### config.mk
export PLATFORM = sky130hd
export DESIGN_NAME = ps2_mouse_packet_tracker_core
export DESIGN_NICKNAME = d
export VERILOG_FILES = /design/src/design/ps2mt_pkg.sv /design/src/design/ps2_mouse_packet_tracker_core.sv
export SDC_FILE = /design/constraint.sdc
export NUM_CORES = 1
export LEC_CHECK = 0
export BUFFER_PORTS_ARGS = -buffer_cell sky130_fd_sc_hd__buf_2
export CAP_MARGIN = 10
export CORE_MARGIN = 2
export CORE_UTILIZATION = 61
export DETAILED_ROUTE_END_ITERATION = 16
export GPL_TIMING_DRIVEN = 0
export HOLD_SLACK_MARGIN = 0.1
export PLACE_DENSITY = 0.82
export SYNTH_ARGS = -nofsm -noshare
export SYNTH_HDL_FRONTEND = slang
export SYNTH_SLANG_ARGS = --single-unit
### constraint.sdc
create_clock -name i_clk -period 6.1 [get_ports i_clk]
set_input_delay 0.305 -clock i_clk [delete_from_list [all_inputs] [get_ports i_clk]]
set_output_delay 0.305 -clock i_clk [all_outputs]
set_load 0.05 [all_outputs]
### src/design/ps2mt_pkg.sv
// Shared types and constants for the PS/2 mouse packet tracker.
// No dependencies; imported by ps2_mouse_packet_tracker_core.
package ps2mt_pkg;

    typedef enum logic [1:0] {
        PH_HEAD   = 2'd0,
        PH_XDELTA = 2'd1,
        PH_YDELTA = 2'd2
    } t_phase;

    localparam logic [7:0] ACK_BYTE   = 8'hFA;
    localparam int         X_SIGN_BIT = 4;
    localparam int         Y_SIGN_BIT = 5;

    localparam int CFG_W       = 13;
    localparam int OUT_COORD_W = 12;
    localparam int IDX_W       = 24;
    localparam int BTN_W       = 3;
    localparam int APB_DATA_W  = 32;
    localparam int APB_ADDR_W  = 3;

    localparam logic [CFG_W-1:0] WIDTH_RESET  = 13'd640;
    localparam logic [CFG_W-1:0] HEIGHT_RESET = 13'd480;

    localparam logic REG_SCREEN_WIDTH  = 1'b0;
    localparam logic REG_SCREEN_HEIGHT = 1'b1;

    localparam logic EV_MOVE = 1'b0;
    localparam logic EV_ACK  = 1'b1;

endpackage

### src/design/ps2_mouse_packet_tracker_core.sv
// PS/2 mouse packet tracker: frames mouse bytes into 3-byte packets, tracks a
// clamped cursor and reports movement and acknowledge requests.
// Depends on ps2mt_pkg.
//
// Accepts one byte per cycle for as long as the result side keeps up. A byte
// that completes a packet, or an acknowledge byte (0xFA at packet start),
// yields one result: the first stage register takes the updated cursor (add
// and clamp), the result register then takes the pixel index (one multiply
// by the screen width). The first two bytes of a packet yield no result.
// Screen width and height are APB registers at byte addresses 0 and 4; a value
// of 0 acts as 1 and a value above 2**COORD_BITS acts as 2**COORD_BITS.
// Cursor fields carry the low 12 bits of the position, the index the low 24.
module ps2_mouse_packet_tracker_core
    import ps2mt_pkg::*;
#(
    parameter int COORD_BITS = 12
) (
    input  logic                      i_clk,
    input  logic                      i_rst_n,

    input  logic                      psel,
    input  logic                      penable,
    input  logic                      pwrite,
    input  logic [APB_ADDR_W-1:0]     paddr,
    input  logic [APB_DATA_W-1:0]     pwdata,
    output logic [APB_DATA_W-1:0]     prdata,
    output logic                      pready,

    input  logic                      i_rx_valid,
    output logic                      o_rx_stall,
    input  logic [7:0]                i_rx_byte,

    output logic                      o_ev_valid,
    input  logic                      i_ev_stall,
    output logic                      o_event_kind,
    output logic [OUT_COORD_W-1:0]    o_cursor_x,
    output logic [OUT_COORD_W-1:0]    o_cursor_y,
    output logic [BTN_W-1:0]          o_buttons,
    output logic [BTN_W-1:0]          o_buttons_changed,
    output logic                      o_draw,
    output logic [IDX_W-1:0]          o_pixel_index
);

    localparam int SW = COORD_BITS + 1;
    localparam int VW = COORD_BITS + 2;
    localparam int PW = 2 * COORD_BITS + 2;

    logic [CFG_W-1:0]      r_width;
    logic [CFG_W-1:0]      r_height;

    t_phase                r_phase;
    t_phase                n_phase;
    logic [7:0]            r_header;
    logic [7:0]            n_header;
    logic [7:0]            r_xbyte;
    logic [7:0]            n_xbyte;
    logic [COORD_BITS-1:0] r_pos_x;
    logic [COORD_BITS-1:0] n_pos_x;
    logic [COORD_BITS-1:0] r_pos_y;
    logic [COORD_BITS-1:0] n_pos_y;
    logic [BTN_W-1:0]      r_last_btn;
    logic [BTN_W-1:0]      n_last_btn;

    logic                  r_s1_valid;
    logic                  n_s1_valid;
    logic                  r_s1_kind;
    logic                  n_s1_kind;
    logic [COORD_BITS-1:0] r_s1_x;
    logic [COORD_BITS-1:0] n_s1_x;
    logic [COORD_BITS-1:0] r_s1_y;
    logic [COORD_BITS-1:0] n_s1_y;
    logic [BTN_W-1:0]      r_s1_btn;
    logic [BTN_W-1:0]      n_s1_btn;
    logic [BTN_W-1:0]      r_s1_chg;
    logic [BTN_W-1:0]      n_s1_chg;
    logic [SW-1:0]         r_s1_w;
    logic [SW-1:0]         n_s1_w;

    logic                  r_ev_valid;
    logic                  r_ev_kind;
    logic [OUT_COORD_W-1:0] r_ev_x;
    logic [OUT_COORD_W-1:0] r_ev_y;
    logic [BTN_W-1:0]      r_ev_btn;
    logic [BTN_W-1:0]      r_ev_chg;
    logic                  r_ev_draw;
    logic [IDX_W-1:0]      r_ev_idx;

    logic                  rx_fire;
    logic                  s1_load;
    logic                  s2_load;
    logic                  cfg_write;
    logic                  is_ack;
    logic                  has_result;

    logic [31:0]           lim;
    logic [SW-1:0]         eff_w;
    logic [SW-1:0]         eff_h;
    logic signed [8:0]     dx;
    logic signed [8:0]     dy;
    logic signed [VW-1:0]  sum_x;
    logic signed [VW-1:0]  sum_y;
    logic [COORD_BITS-1:0] clamp_x;
    logic [COORD_BITS-1:0] clamp_y;
    logic [BTN_W-1:0]      pkt_btn;

    logic [PW-1:0]             idx_full;
    logic [PW+IDX_W-1:0]       idx_ext;
    logic [COORD_BITS+OUT_COORD_W-1:0] x_ext;
    logic [COORD_BITS+OUT_COORD_W-1:0] y_ext;

    // configuration port
    assign pready    = 1'b1;
    assign cfg_write = psel && penable && pwrite && pready;

    always_comb begin
        unique case (paddr[2])
            REG_SCREEN_WIDTH:  prdata = APB_DATA_W'(r_width);
            REG_SCREEN_HEIGHT: prdata = APB_DATA_W'(r_height);
            default:           prdata = '0;
        endcase
    end

    always_ff @(posedge i_clk) begin
        if (!i_rst_n) begin
            r_width  <= WIDTH_RESET;
            r_height <= HEIGHT_RESET;
        end else if (cfg_write) begin
            unique case (paddr[2])
                REG_SCREEN_WIDTH:  r_width  <= pwdata[CFG_W-1:0];
                REG_SCREEN_HEIGHT: r_height <= pwdata[CFG_W-1:0];
                default: ;
            endcase
        end
    end

    // handshake
    assign s2_load    = r_s1_valid && (!r_ev_valid || !i_ev_stall);
    assign s1_load    = !r_s1_valid || s2_load;
    assign o_rx_stall = !s1_load;
    assign rx_fire    = i_rx_valid && s1_load;

    // effective screen size
    always_comb begin
        lim = 32'd1 << COORD_BITS;
        if (r_width == '0)
            eff_w = SW'(1);
        else if (32'(r_width) > lim)
            eff_w = SW'(lim);
        else
            eff_w = SW'(r_width);
        if (r_height == '0)
            eff_h = SW'(1);
        else if (32'(r_height) > lim)
            eff_h = SW'(lim);
        else
            eff_h = SW'(r_height);
    end

    // cursor update
    always_comb begin
        dx      = $signed({r_header[X_SIGN_BIT], r_xbyte});
        dy      = $signed({r_header[Y_SIGN_BIT], i_rx_byte});
        sum_x   = $signed({2'b00, r_pos_x}) + VW'(dx);
        sum_y   = $signed({2'b00, r_pos_y}) - VW'(dy);
        if (sum_x < 0)
            clamp_x = '0;
        else if (sum_x >= $signed({1'b0, eff_w}))
            clamp_x = COORD_BITS'(eff_w - SW'(1));
        else
            clamp_x = sum_x[COORD_BITS-1:0];
        if (sum_y < 0)
            clamp_y = '0;
        else if (sum_y >= $signed({1'b0, eff_h}))
            clamp_y = COORD_BITS'(eff_h - SW'(1));
        else
            clamp_y = sum_y[COORD_BITS-1:0];
        pkt_btn = r_header[BTN_W-1:0];
    end

    // packet framing
    always_comb begin
        is_ack = (r_phase != PH_XDELTA) && (r_phase != PH_YDELTA) && (i_rx_byte == ACK_BYTE);
        n_phase = r_phase;
        if (rx_fire) begin
            unique case (r_phase)
                PH_XDELTA: n_phase = PH_YDELTA;
                PH_YDELTA: n_phase = PH_HEAD;
                default:   n_phase = is_ack ? PH_HEAD : PH_XDELTA;
            endcase
        end
    end

    always_comb begin
        n_header   = r_header;
        n_xbyte    = r_xbyte;
        n_pos_x    = r_pos_x;
        n_pos_y    = r_pos_y;
        n_last_btn = r_last_btn;
        has_result = 1'b0;
        n_s1_kind  = EV_ACK;
        n_s1_x     = r_pos_x;
        n_s1_y     = r_pos_y;
        n_s1_btn   = r_last_btn;
        n_s1_chg   = '0;
        n_s1_w     = eff_w;
        unique case (r_phase)
            PH_XDELTA: begin
                n_xbyte = i_rx_byte;
            end
            PH_YDELTA: begin
                has_result = 1'b1;
                n_pos_x    = clamp_x;
                n_pos_y    = clamp_y;
                n_last_btn = pkt_btn;
                n_s1_kind  = EV_MOVE;
                n_s1_x     = clamp_x;
                n_s1_y     = clamp_y;
                n_s1_btn   = pkt_btn;
                n_s1_chg   = pkt_btn ^ r_last_btn;
            end
            default: begin
                if (is_ack)
                    has_result = 1'b1;
                else
                    n_header = i_rx_byte;
            end
        endcase
        n_s1_valid = s1_load ? (rx_fire && has_result) : r_s1_valid;
    end

    always_ff @(posedge i_clk) begin
        if (!i_rst_n) begin
            r_phase    <= PH_HEAD;
            r_header   <= '0;
            r_xbyte    <= '0;
            r_pos_x    <= '0;
            r_pos_y    <= '0;
            r_last_btn <= '0;
            r_s1_valid <= 1'b0;
        end else begin
            r_phase    <= n_phase;
            r_s1_valid <= n_s1_valid;
            if (rx_fire) begin
                r_header   <= n_header;
                r_xbyte    <= n_xbyte;
                r_pos_x    <= n_pos_x;
                r_pos_y    <= n_pos_y;
                r_last_btn <= n_last_btn;
            end
        end
    end

    always_ff @(posedge i_clk) begin
        if (s1_load) begin
            r_s1_kind <= n_s1_kind;
            r_s1_x    <= n_s1_x;
            r_s1_y    <= n_s1_y;
            r_s1_btn  <= n_s1_btn;
            r_s1_chg  <= n_s1_chg;
            r_s1_w    <= n_s1_w;
        end
    end

    // pixel index and result register
    assign idx_full = PW'(r_s1_y) * PW'(r_s1_w) + PW'(r_s1_x);
    assign idx_ext  = {{IDX_W{1'b0}}, idx_full};
    assign x_ext    = {{OUT_COORD_W{1'b0}}, r_s1_x};
    assign y_ext    = {{OUT_COORD_W{1'b0}}, r_s1_y};

    always_ff @(posedge i_clk) begin
        if (!i_rst_n) begin
            r_ev_valid <= 1'b0;
        end else if (!r_ev_valid || !i_ev_stall) begin
            r_ev_valid <= r_s1_valid;
        end
    end

    always_ff @(posedge i_clk) begin
        if (s2_load) begin
            r_ev_kind <= r_s1_kind;
            r_ev_x    <= x_ext[OUT_COORD_W-1:0];
            r_ev_y    <= y_ext[OUT_COORD_W-1:0];
            r_ev_btn  <= r_s1_btn;
            r_ev_chg  <= r_s1_chg;
            r_ev_draw <= (r_s1_kind == EV_MOVE) && r_s1_btn[0];
            r_ev_idx  <= (r_s1_kind == EV_MOVE) ? idx_ext[IDX_W-1:0] : '0;
        end
    end

    assign o_ev_valid        = r_ev_valid;
    assign o_event_kind      = r_ev_kind;
    assign o_cursor_x        = r_ev_x;
    assign o_cursor_y        = r_ev_y;
    assign o_buttons         = r_ev_btn;
    assign o_buttons_changed = r_ev_chg;
    assign o_draw            = r_ev_draw;
    assign o_pixel_index     = r_ev_idx;

    a_ack_clean: assert property (@(posedge i_clk) disable iff (!i_rst_n)
        o_ev_valid && (o_event_kind == EV_ACK) |->
            (o_buttons_changed == '0) && !o_draw && (o_pixel_index == '0))
        else $error("acknowledge request carries movement data");

    a_cursor_in_screen: assert property (@(posedge i_clk) disable iff (!i_rst_n)
        r_s1_valid && (r_s1_kind == EV_MOVE) |->
            (SW'(r_s1_x) < r_s1_w) && (SW'(r_s1_y) < eff_h))
        else $error("cursor outside the screen after a packet");

    a_ack_holds_pos: assert property (@(posedge i_clk) disable iff (!i_rst_n)
        rx_fire && is_ack |=> $stable(r_pos_x) && $stable(r_pos_y) && $stable(r_last_btn))
        else $error("acknowledge byte changed the cursor state");

endmodule

# [Yosys cells after proc, flatten, opt, wreduce, memory -nomap -nowiden]
# Index checks and enable logic that the tools add are counted.
[word_totals] inputBits=50 regBits=171 word_cells=83
[op_classes] multipliers=1 addsub=5 n_eq_ne=5 reduce_logical=21 bitwise=5 order_cmp=6 muxes=17
[op_table] op="two-way mux 12 bit" n=6
[op_table] op="one-hot mux 32 bit (2 select lines)" n=1
[op_table] op="two-way mux 13 bit" n=4
[op_table] op="greater-or-equal comparator 14 bit" n=2
[op_table] op="less-than comparator 14 x 1 -> 1 bit, second input constant" n=2
[op_table] op="greater-than comparator 13 bit, second input constant" n=2
[op_table] op="logical NOT 13 bit" n=2
[op_table] op="adder 24 x 12 -> 24 bit" n=1
[op_table] op="multiplier 12 x 13 -> 24 bit" n=1
[op_table] op="subtractor 12 x 1 -> 12 bit, second input constant" n=2
[op_table] op="adder 13 x 9 -> 14 bit" n=1
[op_table] op="subtractor 13 x 9 -> 14 bit" n=1
[op_table] op="== test 8 bit, second input constant" n=1
[op_table] op="logical AND 1 bit" n=8
[op_table] op="AND reduction 2 bit" n=3
[op_table] op="logical NOT 1 bit" n=4
[op_table] op="inverter 1 bit" n=4
[op_table] op="one-hot mux 2 bit (2 select lines)" n=1
[op_table] op="two-way mux 1 bit" n=3
[op_table] op="two-way mux 3 bit" n=1
[op_table] op="AND reduction 3 bit" n=1
[op_table] op="bitwise XOR 3 bit" n=1
[op_table] op="== test 2 x 1 -> 1 bit, second input constant" n=1
[op_table] op="== test 2 bit, second input constant" n=1
[op_table] op="other kinds (5)" n=6

# [Logic depth before layout (Yosys ltp)]
[logic_depth] ltp_word=7 depth_mapped=20 ltp_nobuf=19

# [Worst setup path before layout]
# OpenSTA, ideal clock, no wires.
[synth_path] kind="reg-to-reg" from="register r_s1_w[8]" to="register r_ev_idx[21], in the netlist o_pixel_index[21], data pin" path_buffers=1 stages_incl_launch_ff=20 arrival_ns=5.030 slack_ns=0.804 cell_sequence="edfxtp_1 clkbuf_1 and2_1 fa_1 inv_1 fa_1 inv_1 fa_1 fa_1 inv_1 fa_1 inv_1 ha_1 a21oi_1 o21ai_0 o211a_1 o311ai_0 a31oi_1 xnor2_1 nor2_1"
[synth_via] elab_chain_len=2
[synth_lines] item="from (decl)" line="ps2_mouse_packet_tracker_core.sv:76" rtl="logic [SW-1:0] r_s1_w;"
[synth_lines] item="from (signal assigned)" line="ps2_mouse_packet_tracker_core.sv:260" rtl="r_s1_w <= n_s1_w;"
[synth_lines] item="multiplier 12 x 13 -> 24 bit" line="ps2_mouse_packet_tracker_core.sv:265" rtl="assign idx_full = PW'(r_s1_y) * PW'(r_s1_w) + PW'(r_s1_x);"
[synth_lines] item="adder 24 x 12 -> 24 bit" line="ps2_mouse_packet_tracker_core.sv:265"
[synth_lines] item="to (signal assigned)" line="ps2_mouse_packet_tracker_core.sv:286" rtl="r_ev_idx <= (r_s1_kind == EV_MOVE) ? idx_ext[IDX_W-1:0] : '0;"
[synth_lines] item="to (decl)" line="ps2_mouse_packet_tracker_core.sv:86" rtl="logic [IDX_W-1:0] r_ev_idx;"
# No other way between the ends.
# A chain may end at the register's enable or synchronous reset.

# [Final worst setup path]
[layout_path] from="register r_s1_y[2]" to="register r_ev_idx[23], in the netlist o_pixel_index[23], data pin"
[layout_via] elab_chain_len=2
[layout_lines] item="from (decl)" line="ps2_mouse_packet_tracker_core.sv:70" rtl="logic [COORD_BITS-1:0] r_s1_y;"
[layout_lines] item="from (signal assigned)" line="ps2_mouse_packet_tracker_core.sv:257" rtl="r_s1_y <= n_s1_y;"
[layout_lines] item="multiplier 12 x 13 -> 24 bit" line="ps2_mouse_packet_tracker_core.sv:265"
[layout_lines] item="adder 24 x 12 -> 24 bit" line="ps2_mouse_packet_tracker_core.sv:265"
# No other way between the ends.

==> impl_metrics.toml <==
[clock_tree]
root_buffer = "sky130_fd_sc_hd__clkbuf_16"
clkSinkCount = 170
insertion_delay_to_the_later_sink_of_the_worst_skew_pair_ps = 450
clk_path_buf_depth = 2
cts_h_tree_depth = 4
tritoncts.num_buffers = 17
clk_pin_slew_ps = 70
cts_tree = "built"

[synthesis]
yosysSeqAreaShare_pct = 30.9
synth_enable_flop_cells = 100
synth_top_cell_area_share_pct = 21.0
synth.avg_cell_area_um2 = 9.28
synthesis.instances = 1537
netlist.top_cell.by_area = "sky130_fd_sc_hd__edfxtp_1"
top_cells_by_instance_count_after_synthesis = "sky130_fd_sc_hd__inv_1, sky130_fd_sc_hd__nand2_1, sky130_fd_sc_hd__ha_1"
synth_area_leaders = "sky130_fd_sc_hd__edfxtp_1, sky130_fd_sc_hd__fa_1, sky130_fd_sc_hd__ha_1, sky130_fd_sc_hd__dfxtp_1, sky130_fd_sc_hd__inv_1"
synthArstFlopShare_pct = 0
synth-seq-cells = 170
most_numerous_cell_in_the_yosys_netlist = "sky130_fd_sc_hd__inv_1"
synth-warning-count = 0
mappedNetlistArea_mm2 = 0.0143
dominantRegCellSynth = "sky130_fd_sc_hd__edfxtp_1"
netlist-cell-type-count = 60

[timing]
final_hold_viol_count = 0
rsz0062_at_grt = "false"
min_period_ps = 5880
skew_ps = 19.5
timing.final.crit_share_pct = 96.5
fmax_mhz = 170
report.final.setup_viol = 0
tightestPinTransition_ps = 811
final.setup.tns_ps = 0
timing.final.max_slew_violations = 0
slew_headroom_pct = 45.9

[setup_path]
cp_top_family = "adder cells"
critical-path-max-stage-delay_ps = 510
worst-path-buf-inv = 5
crit_path_top_delay_cell = "sky130_fd_sc_hd__edfxtp_1"
crit_top_cell = "sky130_fd_sc_hd__fa_1"
crit_path_cell_chain = "clkbuf_1 -> and2_1 -> fa_1 -> inv_1 -> fa_1 -> inv_1 -> fa_1 -> inv_1 -> fa_1 -> fa_1 -> inv_1 -> ha_1 -> a21oi_1 -> o21ai_0 -> o211a_1 -> o311ai_2 -> a21oi_1 -> xnor2_1 -> nor2_1"
critical_path.endpoint_type = "flip-flop"
timing.critical_path.from_type = "flip-flop"
critical_path_class = "reg -> reg"
req_time_crit_path_ps = 6270
cp_data_arrival_time_ps = 6050
critical_path.max_fanout = 10

[floorplanning]
die_h_um = 157
num_rows = 55
floorplan.initialDensity_pct = 62.6
die_x_um = 157
ioPinCount = 141
coreArea_mm2 = 0.0228
die-area_mm2 = 0.0246

[power_and_ir_drop]
gate_power_share_pct = 15.3
p_per_area_mw_per_mm2 = 172
static-leakage-power_nw = 7.24
clockPowerShare_pct = 38.3
ir_worst_vdd_uv = 169
p_seq_share_pct = 46.4
power_report.internal_total_mw = 1.92
switching_share_pct = 29.8
power_switching_mw = 0.814

[global_route]
grt_antenna_before_repair = 0
number_of_global_route_vias_before_repair = 11000
total_routing_resource_utilization_after_global_routing_pct = 28.3
grt_start_max_net_pins = 31
grt_pass1_wl_um = 53800
globalRoute.totalOverflow = 0

[place]
place_area_mm2 = 0.0153
port-buffer-count = 98
hpwlAfterDp_um = 26600
globalplace.congestion = 0.930

[cells_and_area]
fraction_of_the_core_area_covered_by_cells_at_the_end_of_the_flow_pct = 69.9
finish.net_count = 1974
layout-area-overhead-vs-synth_pct = 11.5
final_layout_size_suffix_gt1_share_pct = 11.1
post-route-cell-area_mm2 = 0.0159

[routing]
number_of_vias_after_detailed_routing = 11100
vias_per_cell = 5.54
routed_len_inst_um = 16.6
first_iteration_detailed_routing_drc_count = 725
wirelength_um = 33200
remaining_drc_errors = 0
antenna_left = 0
drt-pass1-iter-count = 5

[job]
cap_violations = 0

[hold_path]
worstHoldPathType = "in -> reg"

[run_status]
outcome = "finished, final reports clean"
-- cell type report --
cell class | instances | area [um^2]
Inverter | 236 | 886
Tap cell | 313 | 392
Sequential cell | 170 | 4400
Multi-Input combinational cell | 1067 | 8700
Clock buffer | 18 | 430
Clock inverter | 14 | 134
Buffer | 82 | 388
Fill cell | 1689 | 6860
Timing Repair Buffer | 104 | 581
Antenna cell | 1 | 2.50
-- final timing paths --
check	start	end	slack, ps	cells after the start
setup reg to reg	r_s1_y[2]	o_pixel_index[23]	220	19
hold / removal	pwdata[11]	r_width[11]	120	3
hold reg to reg	r_s1_btn[1]	o_buttons[1]	420	0
setup / recovery	r_s1_y[2]	o_pixel_index[23]	220	19
-- metrics by stage --
step,hold WS [ps],worst slack [ps],power (mW),cells
global placement,403,-999,1.69,1966
floorplan,400,804,1.60,1555
finish,122,216,2.73,2005
global route,118,4.39,2.83,2004
CTS,107,93.5,2.74,2004
detailed placement,409,-131,1.70,1969
-- power by group through the flow --
stage / combinational, mW / sequential (mW) / clock, mW
floorplan: 0.263 / 1.33 / 0
global placement: 0.399 / 1.29 / 0
detailed placement: 0.410 / 1.29 / 0
CTS: 0.415 / 1.27 / 1.06
global route: 0.457 / 1.27 / 1.10
finish: 0.419 / 1.27 / 1.05
-- what timing repair did --
action | in CTS | in global routing
endpoints found under the setup margin | 4 | 4
gates cloned | 0 | 0
buffers inserted | 0 | 0
resized for setup | 2 | 11
endpoints found under the hold margin | 4 | 0
hold buffers | 3 | 0
-- routing by layer --
layer | global-route usage [%] | wire (um)
met4 | 13.6 | 1420
met2 | 47.9 | 16200
met5 | 0 | 0
met1 | 35.3 | 13500
met3 | 4.76 | 2080
-- worst reg2reg max path, delay by kind of cell (launching register included) --
kind	cells	cell delay [ps]
buffers and inverters	5	490
flip-flops	1	510
adder cells (fa/ha/maj)	6	2760
AND/OR/NAND/NOR	2	290
AO/OA/AOI/OAI	5	1390
XOR/XNOR	1	170
-- cell families after synthesis --
group | Yosys count | share of synthesized area [%]
buf+inv | 318 | 8.89
simple gates | 466 | 15.2
other cells | 2 | 0.0526
compound gates | 256 | 11.8
fa+ha+maj | 246 | 28.0
mux | 29 | 2.19
flops | 170 | 30.9
xor+xnor | 50 | 3.07
-- sequential cells by signal (all words and copies together) (netlist names), 5 cells and up --
signal	flops
r_s1_y	12
r_s1_x	12
r_height	13
o_cursor_y	12
r_s1_w	13
r_width	13
o_cursor_x	12
r_pos_x	12
r_header	5
r_xbyte	8
r_pos_y	12
o_pixel_index	24
-- layout by cell type (no fill, tap or decap), drive strengths merged, types with 7 or more instances in the layout --
cell,n
o2bb2ai,20
conb,20
xor2,15
edfxtp,100
a21boi,40
mux2,18
a21o,10
a211oi,9
a21oi,46
o21a,14
nor2b,17
xnor2,35
ha,124
fa,122
nor3,15
o22ai,7
dfxtp,70
nand2b,7
buf,124
mux2i,11
nand3,29
nand2,235
inv,244
and2,79
nor2,56
o21ai,68
clkbuf,77
(Power assumes the default switching activity.)
